[src/sv/ors_pkg.sv]
// Package for the observation reliability statistics core.
// Holds constants, register codes, pipeline item types and the helper shift and saturation functions.
// No dependencies.
`timescale 1ns / 1ps
package ors_pkg;

	localparam int FRAC_BITS_DEF = 32;
	localparam int QDEPTH = 4;
	localparam logic [62:0] MAX63 = {63{1'b1}};
	localparam logic [63:0] MIN_MAG = 64'h8000_0000_0000_0000;

	localparam logic [1:0] REG_VAR_FACTOR = 2'd0;
	localparam logic [1:0] REG_W_LIMIT = 2'd1;
	localparam logic [1:0] REG_POWER_Q = 2'd2;
	localparam logic [1:0] REG_W_ENABLE = 2'd3;

	localparam logic [35:0] W_LIMIT_RST = 36'd14130442403;
	localparam logic [35:0] POWER_Q_RST = 36'd3607772528;

	localparam logic [1:0] ST_SKIPPED = 2'd0;
	localparam logic [1:0] ST_Z_RANGE = 2'd1;
	localparam logic [1:0] ST_DETERMINED = 2'd2;
	localparam logic [1:0] ST_TOO_LARGE = 2'd3;

	// request as it leaves the front queue
	typedef struct packed {
		logic skip;
		logic neg;
		logic [62:0] apv;
		logic [62:0] rv;
		logic [63:0] mag;
		logic [62:0] limc;
	} item_t;

	typedef struct packed {
		logic skip;
		logic [62:0] apv;
		logic [63:0] mag;
		logic [62:0] limc;
	} sb1_t;

	typedef struct packed {
		logic skip;
		logic neg;
		logic [63:0] root;
		logic [63:0] mag;
		logic [62:0] limc;
	} sb2_t;

	typedef struct packed {
		logic skip;
		logic oor;
		logic [32:0] z33;
		logic [62:0] limc;
		logic [63:0] w;
		logic [63:0] g;
		logic gv;
		logic [63:0] inv;
	} sb4_t;

	typedef struct packed {
		logic skip;
		logic oor;
		logic st3;
		logic [32:0] z33;
		logic [63:0] w;
		logic [63:0] g;
		logic gv;
		logic [62:0] mde;
		logic [62:0] t;
	} res_t;

	function automatic logic [127:0] shl128(input logic [63:0] v, input int unsigned s);
		logic [127:0] x;
		x = {64'd0, v};
		return x << s;
	endfunction

	function automatic logic [62:0] sat63(input logic [127:0] x);
		logic [62:0] r;
		if (x[127:63] != '0) r = MAX63;
		else r = x[62:0];
		return r;
	endfunction

endpackage

[src/sv/ors_front.sv]
// Front end: accepts requests, classifies zero-variance cases, queues them.
// Depends on ors_pkg.
`timescale 1ns / 1ps
module ors_front import ors_pkg::*; (
	input  logic clk,
	input  logic arst_n,
	input  logic in_valid,
	output logic in_ready,
	input  logic [62:0] apriori_variance,
	input  logic [62:0] residual_variance,
	input  logic signed [63:0] residual,
	input  logic pop,
	output logic item_valid,
	output item_t item
);
	localparam int AW = $clog2(QDEPTH);

	item_t mem [QDEPTH];
	logic [AW-1:0] wr_ptr_q, rd_ptr_q;
	logic [AW:0] count_q;
	item_t new_item;
	logic [72:0] lim;
	logic push, do_pop;

	assign in_ready = (count_q != (AW+1)'(QDEPTH));
	assign item_valid = (count_q != '0);
	assign push = in_valid && in_ready;
	assign do_pop = pop && item_valid;
	assign item = mem[rd_ptr_q];

	// 1000 * apv = 1024a - 16a - 8a
	assign lim = {apriori_variance, 10'd0} - {6'd0, apriori_variance, 4'd0}
		- {7'd0, apriori_variance, 3'd0};

	always_comb begin
		new_item.skip = (apriori_variance == '0) || (residual_variance == '0);
		new_item.neg = residual[63];
		new_item.apv = apriori_variance;
		new_item.rv = residual_variance;
		new_item.mag = residual[63] ? (~residual + 64'd1) : residual;
		new_item.limc = (lim[72:63] != '0) ? MAX63 : lim[62:0];
	end

	always_ff @(posedge clk) begin
		if (push) mem[wr_ptr_q] <= new_item;
	end

	always_ff @(posedge clk or negedge arst_n) begin
		if (!arst_n) begin
			wr_ptr_q <= '0;
			rd_ptr_q <= '0;
			count_q <= '0;
		end else begin
			if (push) wr_ptr_q <= wr_ptr_q + AW'(1);
			if (do_pop) rd_ptr_q <= rd_ptr_q + AW'(1);
			if (push && !do_pop) count_q <= count_q + (AW+1)'(1);
			else if (!push && do_pop) count_q <= count_q - (AW+1)'(1);
		end
	end

endmodule

[config.mk]
export PLATFORM = sky130hd
export DESIGN_NAME = ors_front
export DESIGN_NICKNAME = d
export VERILOG_FILES = /design/src/sv/ors_pkg.sv /design/src/sv/ors_front.sv
export SDC_FILE = /design/constraint.sdc
export NUM_CORES = 1
export LEC_CHECK = 0
export BUFFER_PORTS_ARGS = -buffer_cell sky130_fd_sc_hd__buf_4
export CAP_MARGIN = 20
export CORE_MARGIN = 10
export CORE_UTILIZATION = 25
export CTS_CLUSTER_DIAMETER = 150
export CTS_CLUSTER_SIZE = 10
export DETAILED_ROUTE_END_ITERATION = 7
export GPL_TIMING_DRIVEN = 0
export PLACE_DENSITY = 0.53
export SLEW_MARGIN = 20
export SYNTH_ARGS = -nofsm -noshare
export SYNTH_HDL_FRONTEND = slang
export SYNTH_SLANG_ARGS = --single-unit
[constraint.sdc]
create_clock -name clk -period 6.7 [get_ports clk]
set_clock_uncertainty 0.1 [all_clocks]
set_input_delay 0.67 -clock clk [delete_from_list [all_inputs] [get_ports clk]]
set_output_delay 0.67 -clock clk [all_outputs]
set_load 0.01 [all_outputs]
==> flow_summary.json <==
{
  "worstPathArrival_ns": 6.48,
  "syn_avg_cell_area_um2": 17.8,
  "outcome": "finished clean",
  "dp_hpwl_mm": 97.2,
  "drt-initial-drc-count": 1796,
  "stdcell_area_um2": 55800,
  "cts_sinks": 1019,
  "startpoint_type": "primary input",
  "finalNonFillerCells": 5577,
  "path_clk_slew_ns": 0.06,
  "synth-warning-count": 0,
  "whs_ns": 0.0772,
  "tritoncts": "done",
  "hold_buffers": 59,
  "ctsHtreeMaxLevel": 3,
  "tns_ns": 0,
  "dieArea_um2": 197000,
  "min_period_ns": 6.26,
  "cts_buffers": 113,
  "ctsLongestPathBuffers": 3,
  "num_rows": 155,
  "min_period_over_period_pct": 93.4,
  "numPortBuffers": 450,
  "tightest_slew_ns": 1.07,
  "crit_path_end_kind": "register",
  "grt_max_degree": 46,
  "place_area_um2": 52100,
  "ys_seq_elements": 1019,
  "die_h_um": 444,
  "ios": 451,
  "fillerInstances": 17478,
  "wire_per_inst_um": 23.7,
  "ir_drop_uv": 234,
  "cts_setup_buffers": 0,
  "min_path_type": "primary input to register",
  "cts_root_buffer": "clkbuf_16",
  "nets": 3544,
  "crit_required_ns": 6.93,
  "drive_above_1_share_pct": 28.1,
  "drc": 0,
  "post-place-ws_ns": 0.0805,
  "cp_max_fo": 10,
  "grt_setup_unrepaired": "no",
  "grt_pass1_vias": 27159,
  "cts_resized": 0,
  "syn_area_um2": 45000,
  "gp_congestion": 0.862,
  "synth_cell_type_count": 75,
  "fin_ws_ns": 0.442,
  "grt_usage_pct": 13.0,
  "insertion_delay_ns": 0.74,
  "overflow": 0,
  "area_growth_pct": 24.0,
  "initial_core_util_pct": 25.2,
  "ys_seq_area_share_pct": 67.9,
  "power_switching_mw": 7.48,
  "vias": 25471,
  "die_w_um": 444,
  "drt-total-wl_mm": 132,
  "combPwrFrac_pct": 37.9,
  "synth_nets": 2892,
  "finalHoldViolCount": 0,
  "drv_slew": 0,
  "async_flop_share_pct": 0.687,
  "power_density_nw_per_um2": 407,
  "p_seq_share_pct": 38.0,
  "fmax_mhz": 160,
  "switching_share_pct": 32.9,
  "synth_edf_count": 1012,
  "drt-vias-per-instance": 4.57,
  "final_util_pct": 31.2,
  "core_um2": 179000,
  "synth_cells": 2531,
  "grt_pass1_wl_mm": 192,
  "power.share.clock_pct": 24.1,
  "drv_cap": 0,
  "fin_total_pwr_mw": 22.7,
  "finalSetupViolCount": 0,
  "place_inst": 5364,
  "p_int_mw": 15.2,
  "dr.pass1.iters": 5,
  "grt_antenna_before_repair": 7,
  "p_leak_nw": 18.6,
  "crit_type": "primary input to register",
  "synth_flop_cell": "edfxtp_1",
  "slew-limit-headroom_pct": 28.1,
  "ant_nets": 0
}
## per-layer routing
metal,share of wire (%),vias up,wire (µm),track usage [%]
met5,0.044,-,58,0
met4,2.3,8,2970,3.29
met3,4.3,170,5740,2.55
met2,52,590,69100,23.4
met1,41,13252,54300,15.9
li1,-,11451,-,-
## placed cells by master (no fill, tap or decap), types with 33 or more instances in the layout
master	count
nor2_1	75
inv_1	87
xor2_1	33
nand4_1	47
xnor2_1	94
buf_4	452
clkbuf_1	88
mux4_2	253
dlygate4sd3_1	59
clkbuf_16	115
a21oi_1	97
o21ai_0	79
nand3_1	71
fa_1	57
edfxtp_1	1012
ha_1	110
nand2_1	125
## final timing paths
path	start	end	slack (ns)	cells after the start
min in group asynchronous	arst_n	wr_ptr_q[0]	0.21	2
worst max register to register	count_q[0]	mem[3][171]	3.95	7
worst max-delay path	apriori_variance[58]	mem[3][62]	0.44	18
max in group asynchronous	arst_n	count_q[1]	6.15	2
worst min register to register	count_q[2]	count_q[2]	0.40	1
worst min-delay path	residual_variance[43]	mem[3][170]	0.08	1
## cells by family after synthesis
| family | synth area share (%) |
|---|---|
| adder cells (fa/ha/maj) | 5.60 |
| multiplexers | 12.8 |
| AND/OR/NAND/NOR | 4.96 |
| buffers and inverters | 1.70 |
| AO/OA/AOI/OAI | 4.51 |
| XOR/XNOR | 2.47 |
| flip-flops | 67.9 |
## critical path: stages
cell and delay, ns:
dlygate4sd3_1 0.55, buf_4 0.15, clkbuf_1 0.39, inv_1 0.23, fa_1 0.51, ha_1 0.30
clkbuf_1 0.20, a21oi_1 0.24, o21ai_0 0.26, a21oi_1 0.40, nand2_1 0.10, a21oi_1 0.15
a31oi_1 0.07, xnor2_1 0.16, a311o_1 0.28, a311oi_2 0.75, clkbuf_1 0.55, nand3_1 0.51
## power by group through the flow
stage / combinational, mW / clock, mW / sequential, mW
detailed placement: 8.93 / 0 / 8.76
global route: 9.27 / 5.91 / 8.72
global placement: 8.61 / 0 / 9.09
CTS: 8.99 / 5.69 / 8.64
floorplan: 4.52 / 0 / 8.85
finish: 8.61 / 5.48 / 8.62
## flip-flops by register name (all words and copies together), names as in the netlist
register / flops
mem: 1012
wr_ptr_q: 2
count_q: 3
rd_ptr_q: 2
## cells in the mapped netlist, types with 13 or more instances
cell type,n,share of area [%]
a211oi_1,17,0.28
a21oi_1,97,1.1
buf_1,32,0.27
clkbuf_1,67,0.56
edfxtp_1,1012,68
fa_1,57,2.5
ha_1,110,3.1
inv_1,87,0.73
mux4_2,253,13
nand2_1,125,1.0
nand3_1,71,0.79
nand4_1,47,0.65
nor2_1,75,0.63
nor3_1,22,0.24
nor4_1,32,0.45
o21a_1,13,0.22
o21ai_0,79,0.88
o31ai_1,21,0.35
o41ai_1,17,0.33
xnor2_1,94,1.8
xor2_1,33,0.64
## layout make-up
cell class	instances	area [µm²]	area share (%)
buffer	111	448	0.803
tap	2355	2950	5.28
inverter	87	327	0.585
timing repair buffer	537	4700	8.43
antenna	5	12.5	0.0224
sequential	1019	30600	54.8
clock inverter	8	96.3	0.173
multi-input combinational	1314	13700	24.6
clock buffer	141	2990	5.35
(Power assumes the default switching activity.)
